### src/sv/midi_held_note_tracker_assert.svh
// Assertion macros for the held-note tracker.
// Used by the top level; expects clk and rst_n in scope at the point of use.
`ifndef MIDI_HELD_NOTE_TRACKER_ASSERT_SVH
`define MIDI_HELD_NOTE_TRACKER_ASSERT_SVH
`ifndef SYNTHESIS
`define MHNT_ASSERT_IMPLY(lbl, ante, cons) \
  lbl: assert property (@(posedge clk) disable iff (!rst_n) (ante) |-> (cons)) \
    else $error("held note tracker: same-cycle check failed");
`define MHNT_ASSERT_NEXT(lbl, ante, cons) \
  lbl: assert property (@(posedge clk) disable iff (!rst_n) (ante) |=> (cons)) \
    else $error("held note tracker: next-cycle check failed");
`else
`define MHNT_ASSERT_IMPLY(lbl, ante, cons)
`define MHNT_ASSERT_NEXT(lbl, ante, cons)
`endif
`endif

### src/sv/mhnt_pkg.sv
// Shared types and constants of the held-note tracker.
// No dependencies; imported by every other file of the block but the assertion header.
`timescale 1ns / 1ps
package mhnt_pkg;

  localparam int NUM_NOTES = 128;
  localparam int NOTE_W    = 7;
  localparam int VEL_W     = 7;
  localparam int IDX_W     = 4;
  localparam int CNT_OUT_W = 5;

  // MIDI status decode
  localparam logic [7:0] KIND_MASK = 8'hF0;
  localparam logic [7:0] KIND_OFF  = 8'h80;
  localparam logic [7:0] KIND_ON   = 8'h90;

  // request opcodes
  typedef enum logic [1:0] {
    OP_MIDI     = 2'd0,
    OP_ACK      = 2'd1,
    OP_RD_ENTRY = 2'd2,
    OP_RD_KEY   = 2'd3
  } op_t;

  typedef enum logic [2:0] {
    ST_IDLE,
    ST_LOOK,
    ST_SWEEP,
    ST_PRESS,
    ST_FIN
  } state_t;

  // one entry of the per-note tables
  typedef struct packed {
    logic [VEL_W-1:0] vel;
    logic             dmp;
  } key_entry_t;

  // latched request
  typedef struct packed {
    logic [1:0]        op;
    logic [7:0]        status_byte;
    logic [NOTE_W-1:0] note;
    logic [VEL_W-1:0]  velocity;
    logic              sustain_held;
    logic [IDX_W-1:0]  index;
  } req_t;

  // result word
  typedef struct packed {
    logic [CNT_OUT_W-1:0] held_count;
    logic                 changed;
    logic [NOTE_W-1:0]    entry_note;
    logic                 entry_new;
    logic [VEL_W-1:0]     key_velocity;
    logic                 key_damped;
    logic                 dropped;
  } res_t;

  // commands from the sequencer to the held list
  typedef struct packed {
    logic              start;
    logic              clr_fresh;
    logic              append;
    logic [NOTE_W-1:0] key;
    logic [IDX_W-1:0]  rd_index;
  } list_cmd_t;

  // status from the held list
  typedef struct packed {
    logic              done;
    logic              full;
    logic [NOTE_W-1:0] entry_note;
    logic              entry_new;
  } list_sts_t;

endpackage

### src/sv/mhnt_in_if.sv
// Request channel of the held-note tracker: valid/ready plus request fields.
// Depends on mhnt_pkg.
`timescale 1ns / 1ps
interface mhnt_in_if import mhnt_pkg::*; ();
  logic              valid;
  logic              ready;
  logic [1:0]        op;
  logic [7:0]        status_byte;
  logic [NOTE_W-1:0] note;
  logic [VEL_W-1:0]  velocity;
  logic              sustain_held;
  logic [IDX_W-1:0]  index;

  modport source (
    output valid, op, status_byte, note, velocity, sustain_held, index,
    input  ready
  );
  modport sink (
    input  valid, op, status_byte, note, velocity, sustain_held, index,
    output ready
  );
endinterface

### src/sv/mhnt_out_if.sv
// Result channel of the held-note tracker: valid/ready plus result fields.
// Depends on mhnt_pkg.
`timescale 1ns / 1ps
interface mhnt_out_if import mhnt_pkg::*; ();
  logic                 valid;
  logic                 ready;
  logic [CNT_OUT_W-1:0] held_count;
  logic                 changed;
  logic [NOTE_W-1:0]    entry_note;
  logic                 entry_new;
  logic [VEL_W-1:0]     key_velocity;
  logic                 key_damped;
  logic                 dropped;

  modport source (
    output valid, held_count, changed, entry_note, entry_new, key_velocity,
           key_damped, dropped,
    input  ready
  );
  modport sink (
    input  valid, held_count, changed, entry_note, entry_new, key_velocity,
           key_damped, dropped,
    output ready
  );
endinterface

### src/sv/mhnt_table.sv
// Per-note velocity and damper table: 128-entry memory, registered read.
// Per-entry valid bits make unwritten entries read as zero after reset.
`timescale 1ns / 1ps
module mhnt_table import mhnt_pkg::*; (
  input  logic              clk,
  input  logic              rst_n,
  input  logic              rd_en,
  input  logic [NOTE_W-1:0] rd_addr,
  output key_entry_t        rd_data,
  input  logic              wr_en,
  input  logic [NOTE_W-1:0] wr_addr,
  input  key_entry_t        wr_data
);

  key_entry_t           mem_r [NUM_NOTES];
  key_entry_t           rd_q_r;
  logic [NUM_NOTES-1:0] vld_r;
  logic                 rd_vld_r;

  // storage array, no reset
  always_ff @(posedge clk) begin
    if (wr_en) mem_r[wr_addr] <= wr_data;
    if (rd_en) rd_q_r <= mem_r[rd_addr];
  end

  // written marks
  always_ff @(posedge clk) begin
    if (!rst_n) begin
      vld_r    <= '0;
      rd_vld_r <= 1'b0;
    end else begin
      if (wr_en) vld_r[wr_addr] <= 1'b1;
      if (rd_en) rd_vld_r <= vld_r[rd_addr];
    end
  end

  assign rd_data = rd_vld_r ? rd_q_r : '0;

endmodule

### src/sv/mhnt_cell.sv
// One slot of the held-note list: note, new-press flag and removal token.
// Depends on mhnt_pkg; chained by mhnt_list.
`timescale 1ns / 1ps
module mhnt_cell import mhnt_pkg::*; (
  input  logic              clk,
  input  logic              rst_n,
  input  logic              tok_in,
  input  logic              fnd_in,
  input  logic              occ,
  input  logic [NOTE_W-1:0] key,
  input  logic              load,
  input  logic              clr_fresh,
  input  logic [NOTE_W-1:0] nbr_note,
  input  logic              nbr_fresh,
  output logic              tok_out,
  output logic              fnd_out,
  output logic [NOTE_W-1:0] note,
  output logic              fresh
);

  logic              tok_r;
  logic              fnd_r;
  logic [NOTE_W-1:0] note_r;
  logic              fresh_r;
  logic              match;
  logic              shift;

  // token arrives one cell per cycle; found marks that the gap is behind us
  always_ff @(posedge clk) begin
    if (!rst_n) begin
      tok_r <= 1'b0;
      fnd_r <= 1'b0;
    end else begin
      tok_r <= tok_in;
      fnd_r <= fnd_in;
    end
  end

  assign match = occ && (note_r == key);
  assign shift = tok_r && (fnd_r || match);

  // slot contents: append, close gap from the right neighbor, or clear flag
  always_ff @(posedge clk) begin
    if (load) begin
      note_r  <= key;
      fresh_r <= 1'b1;
    end else if (shift) begin
      note_r  <= nbr_note;
      fresh_r <= nbr_fresh;
    end else if (clr_fresh) begin
      fresh_r <= 1'b0;
    end
  end

  assign tok_out = tok_r;
  assign fnd_out = shift;
  assign note    = note_r;
  assign fresh   = fresh_r;

endmodule

### src/sv/mhnt_list.sv
// Held-note list as a chain of mhnt_cell slots plus the entry count.
// Removal passes a token down the chain; depends on mhnt_pkg, mhnt_cell.
`timescale 1ns / 1ps
module mhnt_list import mhnt_pkg::*; #(
  parameter int MAX_HELD = 16
) (
  input  logic                            clk,
  input  logic                            rst_n,
  input  list_cmd_t                       cmd,
  output logic [$clog2(MAX_HELD+1)-1:0]   held_count,
  output list_sts_t                       sts
);

  localparam int CW   = $clog2(MAX_HELD + 1);
  localparam int RDN  = (MAX_HELD < (1 << IDX_W)) ? MAX_HELD : (1 << IDX_W);
  localparam int CMPW = (CW > IDX_W) ? CW : IDX_W;

  logic [CW-1:0]       cnt_r;
  logic [MAX_HELD-1:0] tok_in;
  logic [MAX_HELD-1:0] fnd_in;
  logic [MAX_HELD-1:0] tok_out;
  logic [MAX_HELD-1:0] fnd_out;
  logic [NOTE_W-1:0]   cell_note [MAX_HELD];
  logic [MAX_HELD-1:0] cell_fresh;
  logic [NOTE_W-1:0]   nbr_note  [MAX_HELD];
  logic [MAX_HELD-1:0] nbr_fresh;
  logic                full;
  logic                removed;
  logic [NOTE_W-1:0]   sel_note;
  logic                sel_fresh;
  logic                in_range;

  // cell chain
  for (genvar i = 0; i < MAX_HELD; i++) begin : g_cell
    if (i == 0) begin : g_head
      assign tok_in[i] = cmd.start;
      assign fnd_in[i] = 1'b0;
    end else begin : g_link
      assign tok_in[i] = tok_out[i-1];
      assign fnd_in[i] = fnd_out[i-1];
    end
    if (i == MAX_HELD - 1) begin : g_tail
      assign nbr_note[i]  = '0;
      assign nbr_fresh[i] = 1'b0;
    end else begin : g_mid
      assign nbr_note[i]  = cell_note[i+1];
      assign nbr_fresh[i] = cell_fresh[i+1];
    end

    mhnt_cell u_cell (
      .clk       (clk),
      .rst_n     (rst_n),
      .tok_in    (tok_in[i]),
      .fnd_in    (fnd_in[i]),
      .occ       (CW'(i) < cnt_r),
      .key       (cmd.key),
      .load      (cmd.append && !full && (cnt_r == CW'(i))),
      .clr_fresh (cmd.clr_fresh),
      .nbr_note  (nbr_note[i]),
      .nbr_fresh (nbr_fresh[i]),
      .tok_out   (tok_out[i]),
      .fnd_out   (fnd_out[i]),
      .note      (cell_note[i]),
      .fresh     (cell_fresh[i])
    );
  end

  assign full    = (cnt_r == CW'(MAX_HELD));
  assign removed = tok_out[MAX_HELD-1] && fnd_out[MAX_HELD-1];

  // entry count
  always_ff @(posedge clk) begin
    if (!rst_n) begin
      cnt_r <= '0;
    end else if (cmd.append && !full) begin
      cnt_r <= cnt_r + 1'b1;
    end else if (removed) begin
      cnt_r <= cnt_r - 1'b1;
    end
  end

  // entry read at the requested position
  always_comb begin
    sel_note  = '0;
    sel_fresh = 1'b0;
    for (int i = 0; i < RDN; i++) begin
      if (cmd.rd_index == IDX_W'(i)) begin
        sel_note  = cell_note[i];
        sel_fresh = cell_fresh[i];
      end
    end
  end

  assign in_range = CMPW'(cmd.rd_index) < CMPW'(cnt_r);

  assign held_count     = cnt_r;
  assign sts.done       = tok_out[MAX_HELD-1];
  assign sts.full       = full;
  assign sts.entry_note = in_range ? sel_note : '0;
  assign sts.entry_new  = in_range && sel_fresh;

endmodule

### src/sv/midi_held_note_tracker.sv
// Held-note tracker for three-byte MIDI note messages.
//
// Requests arrive on in_req (valid/ready): op 0 carries a MIDI message, op 1
// acknowledges changes, op 2 reads a held-list entry at index, op 3 reads the
// velocity and damper mark of note. Every request returns one result on
// out_res (valid/ready) with the list count and change flag after the request.
// One request is worked at a time. Reads, acknowledge, ignored statuses and
// sustained note-off pass from the look state straight to the finish state;
// a note-on of an unheld note goes through the press state between them. A
// note-off runs a removal token down the slot chain in the sweep state, one
// slot per cycle. A note-on of a held note runs the token and then appends,
// the longest case. The next request is taken in the cycle after the result
// is loaded. If the receiver stalls, the result waits in the output register;
// the next request is still worked but holds its result until the register
// frees, and later requests wait.
// Synchronous reset empties the list, clears the change flag and marks every
// note-table entry as zero; the block takes requests in the first cycle after
// reset. Depends on mhnt_pkg, mhnt_in_if, mhnt_out_if, mhnt_table, mhnt_list.
`timescale 1ns / 1ps
`include "midi_held_note_tracker_assert.svh"
module midi_held_note_tracker import mhnt_pkg::*; #(
  parameter int MAX_HELD = 16
) (
  input  logic      clk,
  input  logic      rst_n,
  mhnt_in_if.sink   in_req,
  mhnt_out_if.source out_res
);

  localparam int CW = $clog2(MAX_HELD + 1);

  state_t     state_r;
  state_t     state_nxt;
  req_t       req_r;
  logic       chg_r;
  logic       chg_nxt;
  logic       drop_r;
  logic       drop_nxt;
  logic       out_valid_r;
  res_t       out_res_r;
  res_t       res_nxt;
  logic       out_load;
  logic       accept;
  logic       is_on;
  logic       is_off;
  logic       retrig;

  key_entry_t tbl_rd;
  logic       tbl_wr_en;
  key_entry_t tbl_wr_data;
  list_cmd_t  cmd;
  list_sts_t  sts;
  logic [CW-1:0] cnt;

  assign in_req.ready = (state_r == ST_IDLE);
  assign accept       = in_req.valid && in_req.ready;

  // request decode
  assign is_on  = (req_r.op == OP_MIDI) && ((req_r.status_byte & KIND_MASK) == KIND_ON);
  assign is_off = (req_r.op == OP_MIDI) && ((req_r.status_byte & KIND_MASK) == KIND_OFF);
  assign retrig = is_on && (tbl_rd.vel != '0);

  // note tables
  mhnt_table u_table (
    .clk     (clk),
    .rst_n   (rst_n),
    .rd_en   (accept),
    .rd_addr (in_req.note),
    .rd_data (tbl_rd),
    .wr_en   (tbl_wr_en),
    .wr_addr (req_r.note),
    .wr_data (tbl_wr_data)
  );

  // held list
  mhnt_list #(.MAX_HELD(MAX_HELD)) u_list (
    .clk        (clk),
    .rst_n      (rst_n),
    .cmd        (cmd),
    .held_count (cnt),
    .sts        (sts)
  );

  // request latch
  always_ff @(posedge clk) begin
    if (accept) begin
      req_r.op           <= in_req.op;
      req_r.status_byte  <= in_req.status_byte;
      req_r.note         <= in_req.note;
      req_r.velocity     <= in_req.velocity;
      req_r.sustain_held <= in_req.sustain_held;
      req_r.index        <= in_req.index;
    end
  end

  // next state
  always_comb begin
    state_nxt = state_r;
    unique case (state_r)
      ST_IDLE:  if (accept) state_nxt = ST_LOOK;
      ST_LOOK: begin
        if ((is_off && !req_r.sustain_held) || retrig) state_nxt = ST_SWEEP;
        else if (is_on)                                state_nxt = ST_PRESS;
        else                                           state_nxt = ST_FIN;
      end
      ST_SWEEP: if (sts.done) state_nxt = is_on ? ST_PRESS : ST_FIN;
      ST_PRESS: state_nxt = ST_FIN;
      ST_FIN:   if (out_load) state_nxt = ST_IDLE;
      default:  state_nxt = ST_IDLE;
    endcase
  end

  // state outputs: table writes, list commands, flags
  always_comb begin
    tbl_wr_en     = 1'b0;
    tbl_wr_data   = '0;
    cmd.start     = 1'b0;
    cmd.clr_fresh = 1'b0;
    cmd.append    = 1'b0;
    cmd.key       = req_r.note;
    cmd.rd_index  = req_r.index;
    chg_nxt       = chg_r;
    drop_nxt      = drop_r;
    out_load      = 1'b0;
    unique case (state_r)
      ST_IDLE: begin
        if (accept) drop_nxt = 1'b0;
      end
      ST_LOOK: begin
        if (is_off && req_r.sustain_held) begin
          tbl_wr_en   = 1'b1;
          tbl_wr_data = '{vel: tbl_rd.vel, dmp: 1'b1};
        end else if (is_off) begin
          tbl_wr_en   = 1'b1;
          tbl_wr_data = '{vel: '0, dmp: tbl_rd.dmp};
          chg_nxt     = 1'b1;
          cmd.start   = 1'b1;
        end else if (retrig) begin
          chg_nxt     = 1'b1;
          cmd.start   = 1'b1;
        end else if (req_r.op == OP_ACK) begin
          chg_nxt       = 1'b0;
          cmd.clr_fresh = 1'b1;
        end
      end
      ST_SWEEP: begin
      end
      ST_PRESS: begin
        tbl_wr_en   = 1'b1;
        tbl_wr_data = '{vel: req_r.velocity, dmp: 1'b0};
        chg_nxt     = 1'b1;
        if (sts.full) drop_nxt = 1'b1;
        else          cmd.append = 1'b1;
      end
      ST_FIN: begin
        out_load = !out_valid_r || out_res.ready;
      end
      default: begin
      end
    endcase
  end

  // control registers
  always_ff @(posedge clk) begin
    if (!rst_n) begin
      state_r     <= ST_IDLE;
      chg_r       <= 1'b0;
      drop_r      <= 1'b0;
      out_valid_r <= 1'b0;
    end else begin
      state_r <= state_nxt;
      chg_r   <= chg_nxt;
      drop_r  <= drop_nxt;
      if (out_load)           out_valid_r <= 1'b1;
      else if (out_res.ready) out_valid_r <= 1'b0;
    end
  end

  // result assembly; fields of other ops read as zero
  always_comb begin
    res_nxt              = '0;
    res_nxt.held_count   = CNT_OUT_W'(cnt);
    res_nxt.changed      = chg_r;
    res_nxt.dropped      = drop_r;
    if (req_r.op == OP_RD_ENTRY) begin
      res_nxt.entry_note = sts.entry_note;
      res_nxt.entry_new  = sts.entry_new;
    end
    if (req_r.op == OP_RD_KEY) begin
      res_nxt.key_velocity = tbl_rd.vel;
      res_nxt.key_damped   = tbl_rd.dmp;
    end
  end

  // output register
  always_ff @(posedge clk) begin
    if (out_load) out_res_r <= res_nxt;
  end

  assign out_res.valid        = out_valid_r;
  assign out_res.held_count   = out_res_r.held_count;
  assign out_res.changed      = out_res_r.changed;
  assign out_res.entry_note   = out_res_r.entry_note;
  assign out_res.entry_new    = out_res_r.entry_new;
  assign out_res.key_velocity = out_res_r.key_velocity;
  assign out_res.key_damped   = out_res_r.key_damped;
  assign out_res.dropped      = out_res_r.dropped;

  // list never grows past its capacity
  `MHNT_ASSERT_IMPLY(a_cnt_bound, 1'b1, cnt <= CW'(MAX_HELD))
  // a removal sweep takes out at most one entry
  `MHNT_ASSERT_NEXT(a_sweep_one, state_r == ST_SWEEP, cnt == $past(cnt) || cnt == $past(cnt) - 1'b1)
  // an append is only issued with room left
  `MHNT_ASSERT_IMPLY(a_append_room, cmd.append, cnt < CW'(MAX_HELD))

endmodule

### src/flat_wrapper.sv
// flat-port wrapper written by rule: the top's interface ports become plain ports
module midi_held_note_tracker_flat import mhnt_pkg::*;
#(
  parameter int MAX_HELD = 16
)
  (clk, rst_n, in_req_valid, in_req_op, in_req_status_byte, in_req_note, in_req_velocity, in_req_sustain_held, in_req_index, in_req_ready, out_res_valid, out_res_held_count, out_res_changed, out_res_entry_note, out_res_entry_new, out_res_key_velocity, out_res_key_damped, out_res_dropped, out_res_ready);
  mhnt_in_if in_req_i ();
  mhnt_out_if out_res_i ();
  input  logic clk;
  input  logic rst_n;
  input wire logic [$bits(in_req_i.valid)-1:0] in_req_valid;
  input wire logic [$bits(in_req_i.op)-1:0] in_req_op;
  input wire logic [$bits(in_req_i.status_byte)-1:0] in_req_status_byte;
  input wire logic [$bits(in_req_i.note)-1:0] in_req_note;
  input wire logic [$bits(in_req_i.velocity)-1:0] in_req_velocity;
  input wire logic [$bits(in_req_i.sustain_held)-1:0] in_req_sustain_held;
  input wire logic [$bits(in_req_i.index)-1:0] in_req_index;
  output wire logic [$bits(in_req_i.ready)-1:0] in_req_ready;
  output wire logic [$bits(out_res_i.valid)-1:0] out_res_valid;
  output wire logic [$bits(out_res_i.held_count)-1:0] out_res_held_count;
  output wire logic [$bits(out_res_i.changed)-1:0] out_res_changed;
  output wire logic [$bits(out_res_i.entry_note)-1:0] out_res_entry_note;
  output wire logic [$bits(out_res_i.entry_new)-1:0] out_res_entry_new;
  output wire logic [$bits(out_res_i.key_velocity)-1:0] out_res_key_velocity;
  output wire logic [$bits(out_res_i.key_damped)-1:0] out_res_key_damped;
  output wire logic [$bits(out_res_i.dropped)-1:0] out_res_dropped;
  input wire logic [$bits(out_res_i.ready)-1:0] out_res_ready;
  assign in_req_i.valid = in_req_valid;
  assign in_req_i.op = in_req_op;
  assign in_req_i.status_byte = in_req_status_byte;
  assign in_req_i.note = in_req_note;
  assign in_req_i.velocity = in_req_velocity;
  assign in_req_i.sustain_held = in_req_sustain_held;
  assign in_req_i.index = in_req_index;
  assign in_req_ready = in_req_i.ready;
  assign out_res_valid = out_res_i.valid;
  assign out_res_held_count = out_res_i.held_count;
  assign out_res_changed = out_res_i.changed;
  assign out_res_entry_note = out_res_i.entry_note;
  assign out_res_entry_new = out_res_i.entry_new;
  assign out_res_key_velocity = out_res_i.key_velocity;
  assign out_res_key_damped = out_res_i.key_damped;
  assign out_res_dropped = out_res_i.dropped;
  assign out_res_i.ready = out_res_ready;
  midi_held_note_tracker #(.MAX_HELD(MAX_HELD)) u_core (.clk(clk), .rst_n(rst_n), .in_req(in_req_i), .out_res(out_res_i));
endmodule
### config.mk
export PLATFORM = sky130hd
export DESIGN_NAME = midi_held_note_tracker_flat
export DESIGN_NICKNAME = d
export VERILOG_FILES = /design/src/sv/mhnt_pkg.sv /design/src/sv/mhnt_in_if.sv /design/src/sv/mhnt_out_if.sv /design/src/sv/mhnt_table.sv /design/src/sv/mhnt_cell.sv /design/src/sv/mhnt_list.sv /design/src/sv/midi_held_note_tracker.sv /design/src/flat_wrapper.sv
export VERILOG_INCLUDE_DIRS = /design/src /design/src/sv
export SDC_FILE = /design/constraint.sdc
export NUM_CORES = 2
export LEC_CHECK = 0
export CAP_MARGIN = 20
export CORE_MARGIN = 3
export CORE_UTILIZATION = 45
export CTS_CLUSTER_SIZE = 20
export DETAILED_ROUTE_END_ITERATION = 8
export DONT_BUFFER_PORTS = 1
export PLACE_DENSITY_LB_ADDON = 0.25
export SETUP_SLACK_MARGIN = 0.3
export SYNTH_ARGS = -nofsm -noshare
export SYNTH_HDL_FRONTEND = slang
export SYNTH_SLANG_ARGS = --single-unit
### constraint.sdc
create_clock -name clk -period 9.3 [get_ports clk]
set_input_delay 2.325 -clock clk [delete_from_list [all_inputs] [get_ports clk]]
set_output_delay 2.325 -clock clk [all_outputs]
set_load 0.01 [all_outputs]
==> run summary <==
PLACEMENT
---------------------------------------------------------------------------------
Cell count after placement                                                   4488
Post-place instance area                                                57630 µm²
Final HPWL from detailed placement                                       80750 µm
Placer congestion estimate                                                 0.8982
Dpl ws                                                                   4.392 ns
IO Port Bufs                                                                    0

TIMING
---------------------------------------------------------------------------------
Post-route minimum period                                                4.709 ns
Endpoints failing setup                                                         0
Highest clock rate                                                      212.3 MHz
Largest clock skew in the final design                                 0.03151 ns
Unrepaired setup endpoints after global routing                             false
Post-route setup slack                                                   4.591 ns
Max-slew headroom                                                          18.55%
Endpoints failing hold                                                          0
Share of the cycle needed by the critical path after routing               50.64%
Measured slew at the worst slew-check pin                                1.222 ns
Final total negative setup slack                                             0 ns
Final max-slew violation count                                                  0

LOGIC SYNTHESIS
---------------------------------------------------------------------------------
Summed instance area of the synthesized netlist                         55930 µm²
#FFs+latches synth                                                           1379
Most numerous cell in the Yosys netlist                              sky130_fd_sc_hd__edfxtp_1
Most area-consuming cells after synthesis                            sky130_fd_sc_hd__edfxtp_1 (64%), sky130_fd_sc_hd__mux4_2 (15%), sky130_fd_sc_hd__dfxtp_1 (6.7%)
Leading post-synthesis cells by instance count                       sky130_fd_sc_hd__edfxtp_1 (1192), sky130_fd_sc_hd__mux4_2 (366), sky130_fd_sc_hd__dfxtp_1 (187), sky130_fd_sc_hd__nor2_1 (181), sky130_fd_sc_hd__o21a_1 (136)
Count of distinct cell types in the synthesized netlist                        66
Syn_nets                                                                     3050
Synth top area share                                                       64.00%
Synth warnings                                                                  0
Mean area per synthesized cell                                          18.59 µm²
Number of enable-type register cells in the synthesized netlist              1192
Sequential fraction of the synthesis area                                  70.70%
Post-synth top flop                                                  sky130_fd_sc_hd__edfxtp_1
Ys async rst share                                                             0%
Library cell occupying the most area in the post-synthesis netlist   sky130_fd_sc_hd__edfxtp_1
Cells after synthesis                                                        3009

CRITICAL PATH
---------------------------------------------------------------------------------
Kind of start point of the critical path                                input pin
Type of the worst setup path                                         input pin to flip-flop
Data arrival time at the worst-slack endpoint                             5.21 ns
Data required time at the worst endpoint                                  9.80 ns
Type of destination of the critical path                                flip-flop
Maximum fanout along the worst path                                           298

GLOBAL ROUTE
---------------------------------------------------------------------------------
Global-route wire length before repair                                  196800 µm
Largest net degree at the start of global routing                             299
Remaining global-route overflow                                                 0
Antenna violations before repair                                                1
Number of global-route vias before repair                                  28.98k
Total global-route track usage                                             20.85%

JOB
---------------------------------------------------------------------------------
# Max-Cap Violations                                                            0

CLOCK TREE
---------------------------------------------------------------------------------
Clock Latency Late Sink                                                   0.76 ns
Clk root buf                                                         sky130_fd_sc_hd__clkbuf_16
Clock tree from TritonCTS                                                    done
Level count of the clock H-tree                                                 4
Number of hold buffers added after CTS                                          0
Bufs on Longest Clock Path                                                      3
Post-CTS setup-driven buffer insertion count                                    0
Clock sink count                                                             1379
Clock Pin Slew Worst Setup and Hold Paths                                 0.06 ns
Gates resized, CTS repair                                                       0
Number of buffers inserted during clock tree synthesis                        141

FLOORPLANNING
---------------------------------------------------------------------------------
Core region area                                                       122500 µm²
Standard-cell rows                                                            128
Area of the die                                                        128500 µm²
Effective utilization at floorplan                                         45.65%
Count of pins on the block boundary                                            58
Die span in x                                                            358.5 µm
Die height                                                               358.5 µm

LAYOUT
---------------------------------------------------------------------------------
Filler cells                                                                 9671
Share of cells above drive strength 1                                      20.79%
Summed area of non-filler cells in the final layout                     62260 µm²
Layout-stage area growth over the synthesis result                         11.33%
Non-filler cells, final                                                      4748
Final layout net count                                                       3049

ROUTING
---------------------------------------------------------------------------------
Uppermost signal routing layer after detailed routing                        met4
Routed via count                                                           28.80k
Post-route antenna net violation count                                          0
Number of DRC markers in iteration 0                                         3307
DR WL met3                                                               10710 µm
Wl on met1                                                               56370 µm
Total wire length after detailed routing                                132900 µm
Post-DR wirelength/cell                                                  27.98 µm
Detailed-route DRC error count                                                  0
Length of the first detailed-routing pass in iterations                         5
Sum of met2 wire segment lengths after detailed routing                  61990 µm
Number of vias per cell                                                     6.065

PWR
---------------------------------------------------------------------------------
Total power divided by cell area                                     201.5 nW/µm²
Static power due to leakage                                              17.11 nW
Maximum VDD drop                                                         169.1 µV
Total power of the final layout                                          12.55 mW

RUN STATUS
---------------------------------------------------------------------------------
Outcome                                                              finished, final reports clean

MIN PATH
---------------------------------------------------------------------------------
Min-Delay Path Class                                                 flip-flop to flip-flop

-- sequential cells by signal (all words and copies together) (netlist names), 3 cells and up --
signal and cells:
u_core.u_table.rd_q_r 8, u_core.out_res.entry_note 7, u_core.u_list.g_cell.u_cell.fresh 16, u_core.u_table.mem_r 1024, u_core.state_r 3, u_core.u_table.vld_r 128
u_core.u_list.g_cell.u_cell.fnd_r 15, u_core.u_list.g_cell.u_cell.note 112, u_core.out_res.held_count 5, u_core.u_list.g_cell.u_cell.tok_out 16, u_core.req_r 14, u_core.cmd 11
u_core.u_list.held_count 5, u_core.out_res.key_velocity 7
-- stage by stage --
stage	util, %	hold WS (ns)
2_1_floorplan	-	0.4064
3_3_place_gp	46.94	0.4393
3_5_place_dp	47.04	0.4493
4_1_cts	50.78	0.4640
5_1_grt	50.82	0.4702
6_report	50.82	0.4619
-- layout make-up --
class	instances	area [µm²]	area share [%]
Inverter	16	60.06	0.09646
Timing Repair Buffer	38	380.4	0.6109
Multi-Input combinational cell	1432	15660	25.15
Tap cell	1625	2033	3.266
Sequential cell	1379	39540	63.50
Clock buffer	188	3879	6.230
Antenna cell	1	2.502	0.004019
Clock inverter	69	711.9	1.143
-- power breakdown --
group	switching [mW]	total, mW	internal [mW]
Sequential	0.0176	6.66	6.64
Combinational	0.157	0.299	0.142
Clock	2.35	5.59	3.23
Total	2.53	12.5	10.0
-- kinds of logic (layout without fill, tap and decap cells) --
group	Yosys count	after routing	share of synthesized area, %
XOR/XNOR	114	114	1.785
AO/OA/AOI/OAI	342	342	4.311
multiplexers	519	519	17.78
adder cells (fa/ha/maj)	8	8	0.1790
AND/OR/NAND/NOR	449	449	3.790
other	0	1	0
flip-flops	1379	1379	70.70
buffers and inverters	198	311	1.459
-- cells in the final DEF, fill, tap and decap left out, drive strengths merged, types with 6 or more instances in the layout --
cell,count
clkbuf,188
mux2,135
o22ai,13
o21ai,35
nand2b,16
xnor2,54
mux4,366
a21o,7
mux2i,18
clkinv,44
a22oi,15
nor4,24
a22o,7
nand2,72
and2,36
a211oi,11
or3,9
edfxtp,1192
bufinv,10
nand3,40
nand4,11
o221ai,6
o21a,136
inv,23
nor2b,21
ha,8
clkinvlp,8
dfxtp,187
nor2,181
xor2,60
nand3b,6
o211ai,9
a31oi,16
buf,38
nor3,22
a21oi,41
a21boi,12
-- worst max-delay path, stage by stage --
cell	delay [ns]
sky130_fd_sc_hd__mux4_2	0.88
sky130_fd_sc_hd__mux4_2	0.56
sky130_fd_sc_hd__mux4_2	0.60
sky130_fd_sc_hd__mux2_2	0.33
-- metal layers --
layer / vias to the layer above / track usage, %
met1: 15180 / 30.45
li1: 12170 / -
met2: 1232 / 31.86
met4: 0 / 6.416
met5: - / 0
met3: 214 / 4.190
-- worst paths after layout --
kind | from | end | slack, ns | cells past startpoint
worst max register to register | u_core.req_r[27] | u_core.u_table.mem_r[52][1] | 5.34 | 6
worst max-delay path | in_req_note[0] | u_core.u_table.rd_q_r[6] | 4.59 | 4
worst min register to register | u_core.u_table.vld_r[21] | u_core.u_table.vld_r[21] | 0.46 | 1
worst min-delay path | u_core.u_table.vld_r[21] | u_core.u_table.vld_r[21] | 0.46 | 1
(Power assumes the default switching activity.)
